File: src/rtl/srb_pkg.sv
// Shared types and constants for the sequence reorder buffer.
// Used by the core, the slot address unit's users and the port checker.
// No dependencies.
`default_nettype none

package srb_pkg;

    // Field widths of the segment transaction.
    localparam int SEQ_W = 16;
    localparam int TAG_W = 16;

    // Result status codes.
    typedef enum logic [1:0] {
        ST_RELEASED = 2'd0,
        ST_STALE    = 2'd1,
        ST_BEYOND   = 2'd2
    } t_status;

    // One entry of the pending store: occupancy flag and buffer tag.
    typedef struct packed {
        logic             valid;
        logic [TAG_W-1:0] tag;
    } t_slot;

endpackage

`default_nettype wire

File: src/rtl/srb_ram.sv
// Generic single-write, single-read RAM with a registered read port.
// Holds the pending slots of the reorder buffer. No dependencies.
`default_nettype none

module srb_ram #(
    parameter int WIDTH = 17,
    parameter int DEPTH = 32
) (
    input  wire                      i_clk,
    input  wire                      i_wr_en,
    input  wire [$clog2(DEPTH)-1:0]  i_wr_addr,
    input  wire [WIDTH-1:0]          i_wr_data,
    input  wire                      i_rd_en,
    input  wire [$clog2(DEPTH)-1:0]  i_rd_addr,
    output logic [WIDTH-1:0]         o_rd_data
);

    logic [WIDTH-1:0] r_mem [DEPTH];

    // Write port.
    always_ff @(posedge i_clk) begin
        if (i_wr_en) begin
            r_mem[i_wr_addr] <= i_wr_data;
        end
    end

    // Registered read port; the data holds while no read is issued.
    always_ff @(posedge i_clk) begin
        if (i_rd_en) begin
            o_rd_data <= r_mem[i_rd_addr];
        end
    end

endmodule

`default_nettype wire

File: src/rtl/srb_slot_addr.sv
// Shared slot address unit: adds an offset to a queue's ring head modulo the
// window and forms the memory address of that slot. No dependencies.
`default_nettype none

module srb_slot_addr #(
    parameter int WINDOW     = 16,
    parameter int NUM_QUEUES = 2
) (
    input  wire  [((NUM_QUEUES > 1) ? $clog2(NUM_QUEUES) : 1)-1:0] i_queue,
    input  wire  [$clog2(WINDOW)-1:0]                                i_head,
    input  wire  [$clog2(WINDOW+1)-1:0]                              i_offset,
    output logic [$clog2(WINDOW)-1:0]                                o_pos,
    output logic [$clog2(NUM_QUEUES*WINDOW)-1:0]                     o_addr
);

    localparam int PW = $clog2(WINDOW);
    localparam int KW = $clog2(WINDOW + 1);
    localparam int AW = $clog2(NUM_QUEUES * WINDOW);

    logic [KW:0]   w_sum;
    logic [AW-1:0] w_base;

    // The sum stays below twice the window, so one compare and subtract wraps it.
    always_comb begin
        w_sum = (KW+1)'(i_head) + (KW+1)'(i_offset);
        if (w_sum >= (KW+1)'(WINDOW)) begin
            o_pos = PW'(w_sum - (KW+1)'(WINDOW));
        end else begin
            o_pos = PW'(w_sum);
        end
    end

    // Each queue owns a contiguous block of the window size.
    assign w_base = AW'(int'(i_queue) * WINDOW);
    assign o_addr = w_base + AW'(o_pos);

endmodule

`default_nettype wire

File: src/rtl/sequence_reorder_buffer_core.sv
// Per-queue segment resequencer: releases in-order runs, stores early arrivals, rejects the rest.
// An accepted arrival is classified, then stored, rejected or released; results are registered.
// A run of n released segments leaves at one per cycle, set by the slot memory read port,
// while the result channel is not stalled; no new input is taken until the run has been issued.
// After reset a clearing pass sweeps all NUM_QUEUES*WINDOW slots of the slot memory;
// no input is taken meanwhile. Depends on srb_pkg, srb_ram and srb_slot_addr.
`default_nettype none

module sequence_reorder_buffer_core
    import srb_pkg::*;
#(
    parameter int WINDOW     = 16,
    parameter int NUM_QUEUES = 2
) (
    input  wire               i_clk,
    input  wire               i_rst_n,
    // Arriving segment channel.
    input  wire               i_in_valid,
    output logic              o_in_stall,
    input  wire               i_queue_select,
    input  wire  [SEQ_W-1:0]  i_seq_number,
    input  wire  [TAG_W-1:0]  i_segment_tag,
    // Result channel.
    output logic              o_out_valid,
    input  wire               i_out_stall,
    output logic              o_out_queue,
    output logic [SEQ_W-1:0]  o_out_seq_number,
    output logic [TAG_W-1:0]  o_out_tag,
    output logic [1:0]        o_status,
    output logic              o_last
);

    localparam int PW    = $clog2(WINDOW);
    localparam int KW    = $clog2(WINDOW + 1);
    localparam int DEPTH = NUM_QUEUES * WINDOW;
    localparam int AW    = $clog2(DEPTH);
    localparam int QIW   = (NUM_QUEUES > 1) ? $clog2(NUM_QUEUES) : 1;

    typedef enum logic [6:0] {
        S_CLEAR  = 7'b0000001,
        S_IDLE   = 7'b0000010,
        S_CALC   = 7'b0000100,
        S_STORE  = 7'b0001000,
        S_REJECT = 7'b0010000,
        S_DRAIN  = 7'b0100000,
        S_FINAL  = 7'b1000000
    } t_state;

    t_state           r_state, n_state;
    logic [AW-1:0]    r_clr, n_clr;
    logic [SEQ_W-1:0] r_next [NUM_QUEUES];
    logic [SEQ_W-1:0] n_next [NUM_QUEUES];
    logic [PW-1:0]    r_head [NUM_QUEUES];
    logic [PW-1:0]    n_head [NUM_QUEUES];

    // Captured arrival.
    logic             r_queue, n_queue;
    logic [SEQ_W-1:0] r_seq, n_seq;
    logic [TAG_W-1:0] r_tag, n_tag;
    t_status          r_rej_status, n_rej_status;

    // Drain run: pending segment waiting for the next slot's lookup.
    logic [KW-1:0]    r_k, n_k;
    logic [SEQ_W-1:0] r_pend_seq, n_pend_seq;
    logic [TAG_W-1:0] r_pend_tag, n_pend_tag;
    logic [AW-1:0]    r_slot_addr, n_slot_addr;

    // Output register.
    logic             r_out_valid, n_out_valid;
    logic             r_out_queue, n_out_queue;
    logic [SEQ_W-1:0] r_out_seq, n_out_seq;
    logic [TAG_W-1:0] r_out_tag, n_out_tag;
    t_status          r_out_status, n_out_status;
    logic             r_out_last, n_out_last;

    // Memory and address unit signals.
    logic             w_wr_en, w_rd_en;
    logic [AW-1:0]    w_wr_addr;
    t_slot            w_wr_data, w_rd_data;
    logic [QIW-1:0]   w_q;
    logic [KW-1:0]    w_offset;
    logic [PW-1:0]    w_pos;
    logic [AW-1:0]    w_addr;
    logic [SEQ_W-1:0] w_dist;
    logic             w_q_bad;
    logic             w_out_free;
    logic             w_accept;

    assign w_q        = QIW'(r_queue);
    assign w_q_bad    = (int'(r_queue) >= NUM_QUEUES);
    assign w_dist     = r_seq - r_next[w_q];
    assign w_out_free = !r_out_valid || !i_out_stall;
    assign w_accept   = i_in_valid && (r_state == S_IDLE);

    // Offset fed to the shared address unit, chosen by the sequencer step.
    always_comb begin
        priority if (r_state == S_CALC) begin
            w_offset = (w_dist == '0) ? KW'(1) : KW'(w_dist[PW-1:0]);
        end else if (r_state == S_DRAIN && w_rd_data.valid) begin
            w_offset = r_k + KW'(1);
        end else begin
            w_offset = r_k;
        end
    end

    srb_slot_addr #(
        .WINDOW     (WINDOW),
        .NUM_QUEUES (NUM_QUEUES)
    ) u_addr (
        .i_queue  (w_q),
        .i_head   (r_head[w_q]),
        .i_offset (w_offset),
        .o_pos    (w_pos),
        .o_addr   (w_addr)
    );

    srb_ram #(
        .WIDTH ($bits(t_slot)),
        .DEPTH (DEPTH)
    ) u_ram (
        .i_clk     (i_clk),
        .i_wr_en   (w_wr_en),
        .i_wr_addr (w_wr_addr),
        .i_wr_data (w_wr_data),
        .i_rd_en   (w_rd_en),
        .i_rd_addr (w_addr),
        .o_rd_data (w_rd_data)
    );

    // Sequencer.
    always_comb begin
        n_state      = r_state;
        n_clr        = r_clr;
        n_next       = r_next;
        n_head       = r_head;
        n_queue      = r_queue;
        n_seq        = r_seq;
        n_tag        = r_tag;
        n_rej_status = r_rej_status;
        n_k          = r_k;
        n_pend_seq   = r_pend_seq;
        n_pend_tag   = r_pend_tag;
        n_slot_addr  = r_slot_addr;
        n_out_valid  = r_out_valid && i_out_stall;
        n_out_queue  = r_out_queue;
        n_out_seq    = r_out_seq;
        n_out_tag    = r_out_tag;
        n_out_status = r_out_status;
        n_out_last   = r_out_last;
        w_wr_en      = 1'b0;
        w_wr_addr    = r_slot_addr;
        w_wr_data    = '{valid: 1'b0, tag: r_tag};
        w_rd_en      = 1'b0;

        unique case (r_state)
            // Sweep the slot memory empty after reset.
            S_CLEAR: begin
                w_wr_en   = 1'b1;
                w_wr_addr = r_clr;
                n_clr     = r_clr + AW'(1);
                if (r_clr == AW'(DEPTH - 1)) begin
                    n_state = S_IDLE;
                end
            end

            S_IDLE: begin
                if (w_accept) begin
                    n_queue = i_queue_select;
                    n_seq   = i_seq_number;
                    n_tag   = i_segment_tag;
                    n_state = S_CALC;
                end
            end

            // Classify the arrival by its modular distance to the expected number.
            S_CALC: begin
                priority if (w_q_bad) begin
                    n_rej_status = ST_BEYOND;
                    n_state      = S_REJECT;
                end else if (w_dist == '0) begin
                    n_pend_seq  = r_seq;
                    n_pend_tag  = r_tag;
                    n_k         = KW'(1);
                    w_rd_en     = 1'b1;
                    n_slot_addr = w_addr;
                    n_state     = S_DRAIN;
                end else if (w_dist < SEQ_W'(WINDOW)) begin
                    w_rd_en     = 1'b1;
                    n_slot_addr = w_addr;
                    n_state     = S_STORE;
                end else if (w_dist[SEQ_W-1]) begin
                    n_rej_status = ST_STALE;
                    n_state      = S_REJECT;
                end else begin
                    n_rej_status = ST_BEYOND;
                    n_state      = S_REJECT;
                end
            end

            // Store an early arrival unless its slot is already taken.
            S_STORE: begin
                if (w_rd_data.valid) begin
                    n_rej_status = ST_STALE;
                    n_state      = S_REJECT;
                end else begin
                    w_wr_en   = 1'b1;
                    w_wr_data = '{valid: 1'b1, tag: r_tag};
                    n_state   = S_IDLE;
                end
            end

            S_REJECT: begin
                if (w_out_free) begin
                    n_out_valid  = 1'b1;
                    n_out_queue  = r_queue;
                    n_out_seq    = r_seq;
                    n_out_tag    = r_tag;
                    n_out_status = r_rej_status;
                    n_out_last   = 1'b1;
                    n_state      = S_IDLE;
                end
            end

            // Emit the pending segment once the next slot's occupancy is known.
            S_DRAIN: begin
                if (w_out_free) begin
                    n_out_valid  = 1'b1;
                    n_out_queue  = r_queue;
                    n_out_seq    = r_pend_seq;
                    n_out_tag    = r_pend_tag;
                    n_out_status = ST_RELEASED;
                    n_out_last   = !w_rd_data.valid;
                    if (w_rd_data.valid) begin
                        w_wr_en    = 1'b1;
                        n_pend_seq = r_pend_seq + SEQ_W'(1);
                        n_pend_tag = w_rd_data.tag;
                        n_k        = r_k + KW'(1);
                        if (r_k == KW'(WINDOW - 1)) begin
                            n_state = S_FINAL;
                        end else begin
                            w_rd_en     = 1'b1;
                            n_slot_addr = w_addr;
                        end
                    end else begin
                        n_next[w_q] = r_next[w_q] + SEQ_W'(r_k);
                        n_head[w_q] = w_pos;
                        n_state     = S_IDLE;
                    end
                end
            end

            // The whole window was released; emit its final segment.
            S_FINAL: begin
                if (w_out_free) begin
                    n_out_valid  = 1'b1;
                    n_out_queue  = r_queue;
                    n_out_seq    = r_pend_seq;
                    n_out_tag    = r_pend_tag;
                    n_out_status = ST_RELEASED;
                    n_out_last   = 1'b1;
                    n_next[w_q]  = r_next[w_q] + SEQ_W'(r_k);
                    n_head[w_q]  = w_pos;
                    n_state      = S_IDLE;
                end
            end

            default: begin
                n_state = S_CLEAR;
            end
        endcase
    end

    // Control state.
    always_ff @(posedge i_clk) begin
        if (!i_rst_n) begin
            r_state     <= S_CLEAR;
            r_clr       <= '0;
            r_out_valid <= 1'b0;
            for (int i = 0; i < NUM_QUEUES; i++) begin
                r_next[i] <= '0;
                r_head[i] <= '0;
            end
        end else begin
            r_state     <= n_state;
            r_clr       <= n_clr;
            r_out_valid <= n_out_valid;
            r_next      <= n_next;
            r_head      <= n_head;
        end
    end

    // Payload registers.
    always_ff @(posedge i_clk) begin
        r_queue      <= n_queue;
        r_seq        <= n_seq;
        r_tag        <= n_tag;
        r_rej_status <= n_rej_status;
        r_k          <= n_k;
        r_pend_seq   <= n_pend_seq;
        r_pend_tag   <= n_pend_tag;
        r_slot_addr  <= n_slot_addr;
        r_out_queue  <= n_out_queue;
        r_out_seq    <= n_out_seq;
        r_out_tag    <= n_out_tag;
        r_out_status <= n_out_status;
        r_out_last   <= n_out_last;
    end

    assign o_in_stall       = (r_state != S_IDLE);
    assign o_out_valid      = r_out_valid;
    assign o_out_queue      = r_out_queue;
    assign o_out_seq_number = r_out_seq;
    assign o_out_tag        = r_out_tag;
    assign o_status         = r_out_status;
    assign o_last           = r_out_last;

endmodule

`default_nettype wire

File: config.mk
export PLATFORM = sky130hd
export DESIGN_NAME = sequence_reorder_buffer_core
export DESIGN_NICKNAME = d
export VERILOG_FILES = /design/src/rtl/srb_pkg.sv /design/src/rtl/srb_ram.sv /design/src/rtl/srb_slot_addr.sv /design/src/rtl/sequence_reorder_buffer_core.sv
export SDC_FILE = /design/constraint.sdc
export NUM_CORES = 1
export LEC_CHECK = 0
export ABC_AREA = 1
export BUFFER_PORTS_ARGS = -buffer_cell sky130_fd_sc_hd__buf_4
export CAP_MARGIN = 15
export CELL_PAD_IN_SITES_DETAIL_PLACEMENT = 2
export CELL_PAD_IN_SITES_GLOBAL_PLACEMENT = 2
export CORE_MARGIN = 2
export CORE_UTILIZATION = 35
export DETAILED_ROUTE_END_ITERATION = 8
export PLACE_DENSITY = 0.66
export SETUP_SLACK_MARGIN = 0.3
export SLEW_MARGIN = 20
export SYNTH_ARGS = -nofsm -noshare
export SYNTH_HDL_FRONTEND = slang
export SYNTH_SLANG_ARGS = --single-unit
File: constraint.sdc
create_clock -name i_clk -period 5.56 [get_ports i_clk]
set_input_delay 0.834 -clock i_clk [delete_from_list [all_inputs] [get_ports i_clk]]
set_output_delay 0.834 -clock i_clk [all_outputs]
set_load 0.02 [all_outputs]
After elaboration in Yosys (flattened, before gate mapping)
Memory sizes are Yosys's and may differ from the RTL's. A register that Yosys moved wholly into a read port is not among the register bits. Index checks and enable logic that the tools add are counted.

Register bits after elaboration: 166. Bits in writable memories: 544. Input port bits: 37. Output and inout bits: 38. Word-level logic and storage cells: 172. Memories kept: 1.

Memories: u_ram.r_mem (depth 32, bits a word 17, read ports 1, clocked after Yosys merged registers in 1, wr ports 1, RTL line srb_ram.sv:18) `logic [WIDTH-1:0] r_mem [DEPTH];`.

Add/subtract/negate cells: 8. Order comparisons: 4. Eq/ne operators: 26. Mux-type cells: 86. Bitwise logic cells: 1. Reductions and logical operators: 26.

Operators with widths (count): two-way mux 16 bit (14); case mux 16 bit (2 select lines) (4); two-way mux 32 bit (3); two-way mux 5 bit (13); case mux 32 bit (2 select lines) (1); two-way mux 7 bit (6); case mux 7 bit (6 select lines) (1); two-way mux 17 bit (2); bitwise mux 32 bit (1); two-way mux 4 bit (6); two-way mux 8 bit (3); case mux 5 bit (2 select lines) (2); != test 2 bit (second input constant) (9); adder 16 x 1 -> 16 bit (second input constant) (1); adder 16 x 5 -> 16 bit (1); demux 16 bit (select 1 bit) (1); zero test 16 bit (1); less-than comparator 16 x 5 -> 1 bit (second input constant) (1); case mux 8 bit (2 select lines) (1); subtractor 16 bit (1); two-way mux 1 bit (14); two-way mux 2 bit (6); AND reduction 4 bit (3); adder 5 x 1 -> 5 bit (second input constant) (2); 35 further kinds (54).

Longest topological paths before layout
Depth after elaboration: 16. Mapped depth: 34. Mapped depth without buffers: 29.

Modules after synthesis
Synthesis repeated with hierarchy kept, for this count alone.

Cell total of the unflattened synthesis: 2963. Area total of the unflattened synthesis: 31599.1 µm².

By module, submodules not included: srb_ram (times used 1, cells each 1902, area an instance 22549.1 µm², sequential area each 16846.2 µm²); sequence_reorder_buffer_core (times used 1, cells each 1033, area an instance 8874.8 µm², sequential area each 4454.3 µm²); srb_slot_addr (times used 1, cells each 28, area an instance 175.2 µm², sequential area each 0.0 µm²).

Least setup slack after synthesis
Ideal clock, no wire load.

Kind: flip-flop to flip-flop. Start: register r_queue. End: register u_ram.o_rd_data[10] (read register of u_ram.r_mem) (data pin). Setup time: 0.254 ns. Arrival time: 4.590 ns. Required time: 5.306 ns. Slack: 0.716 ns. Cell stages (with the launch flop): 29. Buffers on the path: 6. Period minus slack after synthesis: 4.844 ns. Cells stage by stage: edfxtp_1 -> buf_2 -> buf_2 -> clkbuf_1 -> o21ai_0 -> ha_1 -> fa_1 -> inv_1 -> nand3_1 -> nand3_1 -> nand3_1 -> nand4_1 -> nand2_1 -> nand2_1 -> nor2_1 -> nand3_1 -> nand3_1 -> nand2_1 -> inv_1 -> ha_1 -> fa_1 -> clkbuf_1 -> clkbuf_1 -> clkbuf_1 -> o221ai_1 -> o21ai_0 -> nand3_1 -> nand3_1 -> nand2_1.

Longest elaborated chain between the ends: 12. Elaborated cells on any way between the ends: 20. Those cells by class: 4 x add/sub; 2 x order compare; 12 x mux; 1 x bitwise; 1 x reduce/logical.

RTL lines: start, declared (RTL line sequence_reorder_buffer_core.sv:57) `logic r_queue, n_queue;`; start signal, assigned (RTL line sequence_reorder_buffer_core.sv:294) `r_queue <= n_queue;`; NOT 1 -> 2 bit (implied by the code) (RTL line sequence_reorder_buffer_core.sv:91, sequence_reorder_buffer_core.sv:111); two-way mux 16 bit (implied by the code) (3 in a row) (RTL line sequence_reorder_buffer_core.sv:91) `assign w_dist = r_seq - r_next[w_q];`; subtractor 16 bit (RTL line sequence_reorder_buffer_core.sv:91); zero test 16 bit (RTL line sequence_reorder_buffer_core.sv:98, sequence_reorder_buffer_core.sv:180); two-way mux 4 bit (RTL line sequence_reorder_buffer_core.sv:98) `w_offset = (w_dist == '0) ? KW'(1) : KW'(w_dist[PW-1:0]);`; two-way mux 5 bit (RTL line sequence_reorder_buffer_core.sv:97) `priority if (r_state == S_CALC) begin`; adder 4 x 5 -> 6 bit (RTL line srb_slot_addr.sv:25) `w_sum = (KW+1)'(i_head) + (KW+1)'(i_offset);`; >= comparator 6 x 5 -> 1 bit or subtractor 4 x 1 -> 4 bit (tied branches) (RTL line srb_slot_addr.sv:26, srb_slot_addr.sv:27); two-way mux 4 bit (RTL line srb_slot_addr.sv:26) `if (w_sum >= (KW+1)'(WINDOW)) begin`; adder 5 x 4 -> 5 bit (RTL line srb_slot_addr.sv:35) `assign o_addr = w_base + AW'(o_pos);`; end, declared (RTL line srb_ram.sv:15) `output logic [WIDTH-1:0] o_rd_data`.

Parallel ways exist; a longest one is shown, timed or not. The select of a mux whose other input is x is not followed. A chain may end at the register's enable or synchronous reset.

Worst setup path after layout
Start: register r_queue. End: register u_ram.o_rd_data[0] (read register of u_ram.r_mem) (data pin).

Same word-level chain as after synthesis.

==> run summary <==
Hold_sp: i_segment_tag[8]
Grt ovf: 0
Pre-antenna DRT Iters: 5
Routability-driven placement congestion ratio: 0.862
Seq pwr share: 0.517
All-layer global routing usage: 0.227
Syn. warnings: 0
Final worst path period need: 5140 ps
Rel. slew slack: 0.328
I/O Buffers: 74
Clock net sink count: 727
RR Endpoint: u_ram.o_rd_data[0]
Routed vias/inst: 5.42
Most used cell, CP: nand2_1
CTS tree: done
Cell accounting for the most synthesized area: edfxtp_1
Final Slew Violations: 0
Avg Synthesized Cell Area: 12.1 µm²
Reg2Reg Launch Point: r_queue
Final ANT Viol Nets: 0
Mapped Nets: 2606
First-pass GRT wire length: 152 mm
Synth top area cells: edfxtp_1, nand2_1, o21ai_0, dfxtp_1, mux2i_1
Initial DRC count: 1443
Post-place setup slack: -96.3 ps
Worst vdd ir: 271 µV
Worst hold path class: input port to flop
R2R depth: 29
Clock buffer depth: 3
Die width: 299 µm
Number of synthesized flops with an enable pin: 674
H-tree levels: 3
Final WL: 103 mm
Setup ws final: 424 ps
Setup repair after global routing missed its margin: yes
Combinational power share: 0.045
LEAKAGE: 13.2 nW
Status: complete, no violations
Critical Path RT: 6080 ps
Worst Hold Depth: 1
Actual slew at the worst max-slew pin: 998 ps
CP startpoint kind: flop
Internal power: 9.33 mW
I/O pin cnt: 75
Max Clock Freq: 195 MHz
Synthesized area: 0.0306 mm²
Ys flop type: edfxtp_1
DIE AREA: 0.0897 mm²
Clock slew at reported path FFs: 60 ps
Storage element area: 0.0213 mm²
Reported net switching power: 2.78 mW
Setup Viol. Count Final: 0
Die height: 299 µm
CP peak stage delay: 900 ps
#FFs+latches synth: 727
Share of layout cells above drive strength 1: 0.148
Initial antenna violation count: 4
Post-DP HPWL: 64.3 mm
Crit end category: flop
Slowest stage cell, crit path: fa_4
Rows: 108
Final hold vios: 0
Multi-input gate area: 0.00833 mm²
# hold bufs at CTS: 0
Final period utilization: 0.924
Clock power share: 0.439
Sw Ratio: 0.230
Reg-to-reg setup timing slack: 420 ps
Filler cell count: 8715
Post-synth cell types: 43
Seq/Total Area, Yosys: 0.697
Total CTS buffers: 83
Total of max-cap violations: 0
Post-synth ARST share: 0
CP Max Fanout: 29
Setup Skew: 40.7 ps
Starting Density: 0.353
Number of remaining DRC errors: 0
Gate Count Post-Synth: 2535
# nets final: 2778
Root Buffer: clkbuf_16
Final setup TNS: 0 ps
Share of the synthesized area in the top cell type: 0.662
Clock Latency Late Sink: 660 ps
Largest net degree at the start of global routing: 64
Vias in the first global route: 23.3k
Hold path endpoint: r_tag[8]
Core Area: 0.0866 mm²
Via count: 21.3k
Worst EP arrival: 5650 ps
Crit path kind: flop to flop
Drt wl/cell: 26.3 µm
Layout area overhead: 19.4%
Pwr dens: 332 mW/mm²
## layout by cell type, fill, tap and decap left out, types with 4 or more instances in the layout
master | netlist | final
edfxtp_1 | 674 | 674
nand3_2 | 0 | 14
nand3_1 | 111 | 94
ha_1 | 31 | 24
a32oi_1 | 68 | 68
or2_2 | 5 | 5
o21ai_0 | 252 | 219
buf_6 | 3 | 5
o21ai_2 | 0 | 9
ha_4 | 0 | 4
buf_16 | 0 | 4
clkinv_1 | 2 | 20
buf_4 | 2 | 192
xor2_1 | 18 | 17
clkbuf_16 | 0 | 90
nand2_2 | 2 | 5
o21ai_1 | 6 | 30
nand2_1 | 509 | 506
nor4_1 | 4 | 4
nor2_1 | 168 | 160
inv_1 | 162 | 160
o21a_1 | 4 | 4
buf_12 | 0 | 19
o221ai_1 | 68 | 67
inv_6 | 0 | 5
nor2_2 | 2 | 9
clkinv_2 | 1 | 11
a21oi_1 | 119 | 116
clkbuf_1 | 104 | 22
nand4_1 | 14 | 14
nor3_1 | 13 | 12
mux2i_1 | 76 | 73
bufinv_16 | 0 | 4
dfxtp_1 | 53 | 53
xnor2_1 | 10 | 10
## Yosys cell counts, drive strengths merged, types with 2 or more instances
master / n
mux2i: 76
o221ai: 68
and2: 3
ha: 31
clkbuf: 104
xnor2: 10
nand4: 14
nor3: 13
a32oi: 68
nand3: 111
dfxtp: 53
clkinv: 3
nand2: 513
o21a: 4
o21bai: 2
nor4: 5
or2: 7
nand3b: 2
buf: 36
a21oi: 119
o21ai: 258
o211ai: 2
edfxtp: 674
xor2: 18
inv: 164
nor2: 171
fa: 3
## final cells by class
cell class                      count  area share
Multi-Input combinational cell   1501       0.228
Inverter                          167      0.0175
Clock buffer                      109      0.0610
Clock inverter                     41      0.0101
Antenna cell                        3    0.000206
Timing Repair Buffer              227      0.0595
Tap cell                         1155      0.0396
Sequential cell                   727       0.584
## power by group through the flow
| stage | logic, mW | registers [mW] | clock network (mW) |
|---|---|---|---|
| floorplan | 0.276 | 6.34 | 0 |
| global placement | 0.507 | 6.35 | 0 |
| detailed placement | 0.538 | 6.37 | 0 |
| CTS | 0.543 | 6.26 | 5.44 |
| global route | 0.586 | 6.27 | 5.63 |
| finish | 0.541 | 6.26 | 5.32 |
## kinds of logic (layout without fill, tap and decap cells)
group           Yosys count  count (layout)  synth area share
compound gates          524             524             0.103
xor+xnor                 28              28           0.00802
fa+ha+maj                34              34            0.0147
buf+inv                 307             544            0.0397
flops                   727             727             0.697
mux                      76              76            0.0249
other cells               0               3                 0
simple gates            839             839             0.112
## routing by layer
metal / global-route usage / share of wire / vias to the layer above
met5: 0 / 0 / -
met4: 0.0794 / 0.039 / 0
met3: 0.0299 / 0.044 / 175
met2: 0.405 / 0.50 / 474
met1: 0.282 / 0.41 / 11100
li1: - / - / 9529
## sequential cells by signal, indices dropped and copies added (netlist names), 5 cells and up
name / flops
u_ram.r_mem: 544
r_next: 32
u_ram.o_rd_data: 17
o_out_seq_number: 16
o_out_tag: 16
r_pend_seq: 16
r_pend_tag: 16
r_seq: 16
r_tag: 16
r_head: 8
r_state: 7
r_clr: 5
r_k: 5
r_slot_addr: 5
## critical path, delay by kind of cell, from the launching register on
family | cells | cell delay (ps)
adders and majority gates | 4 | 1690
and+or+nand+nor | 14 | 1260
buffers and inverters | 7 | 1050
AOI/OAI and AO/OA | 4 | 580
DFF | 1 | 450
## how the worst max path moves through the flow
stage                       start  cells past startpoint  slack, ps             endpoint
after floorplan           r_queue                     28        720  u_ram.o_rd_data[10]
after global placement    r_queue                     25         70  u_ram.o_rd_data[11]
after detailed placement  r_queue                     25       -100  u_ram.o_rd_data[11]
after CTS                 r_queue                     28        300   u_ram.o_rd_data[3]
after global routing      r_queue                     29        130   u_ram.o_rd_data[0]
final                     r_queue                     29        420   u_ram.o_rd_data[0]
## metrics by stage
stage               cell area, µm²   util  power, mW  cells  hold WS [ps]
finish                       36500  0.421       12.1   3930           353
global route                 36500  0.421       12.5   3927           327
CTS                          36000  0.416       12.2   3914           316
detailed placement           33300  0.384       6.91   3760           455
global placement             33300  0.384       6.86   3760           445
floorplan                    30600      -       6.62   2535           424
## what timing repair did
item                                    in CTS  in global routing
endpoints found under the setup margin      15                 17
cloned                                       1                  6
pin swaps                                    1                 10
buffers inserted                             3                  6
resized for setup                           24                 71
Power figures use the tool's default switching activity.
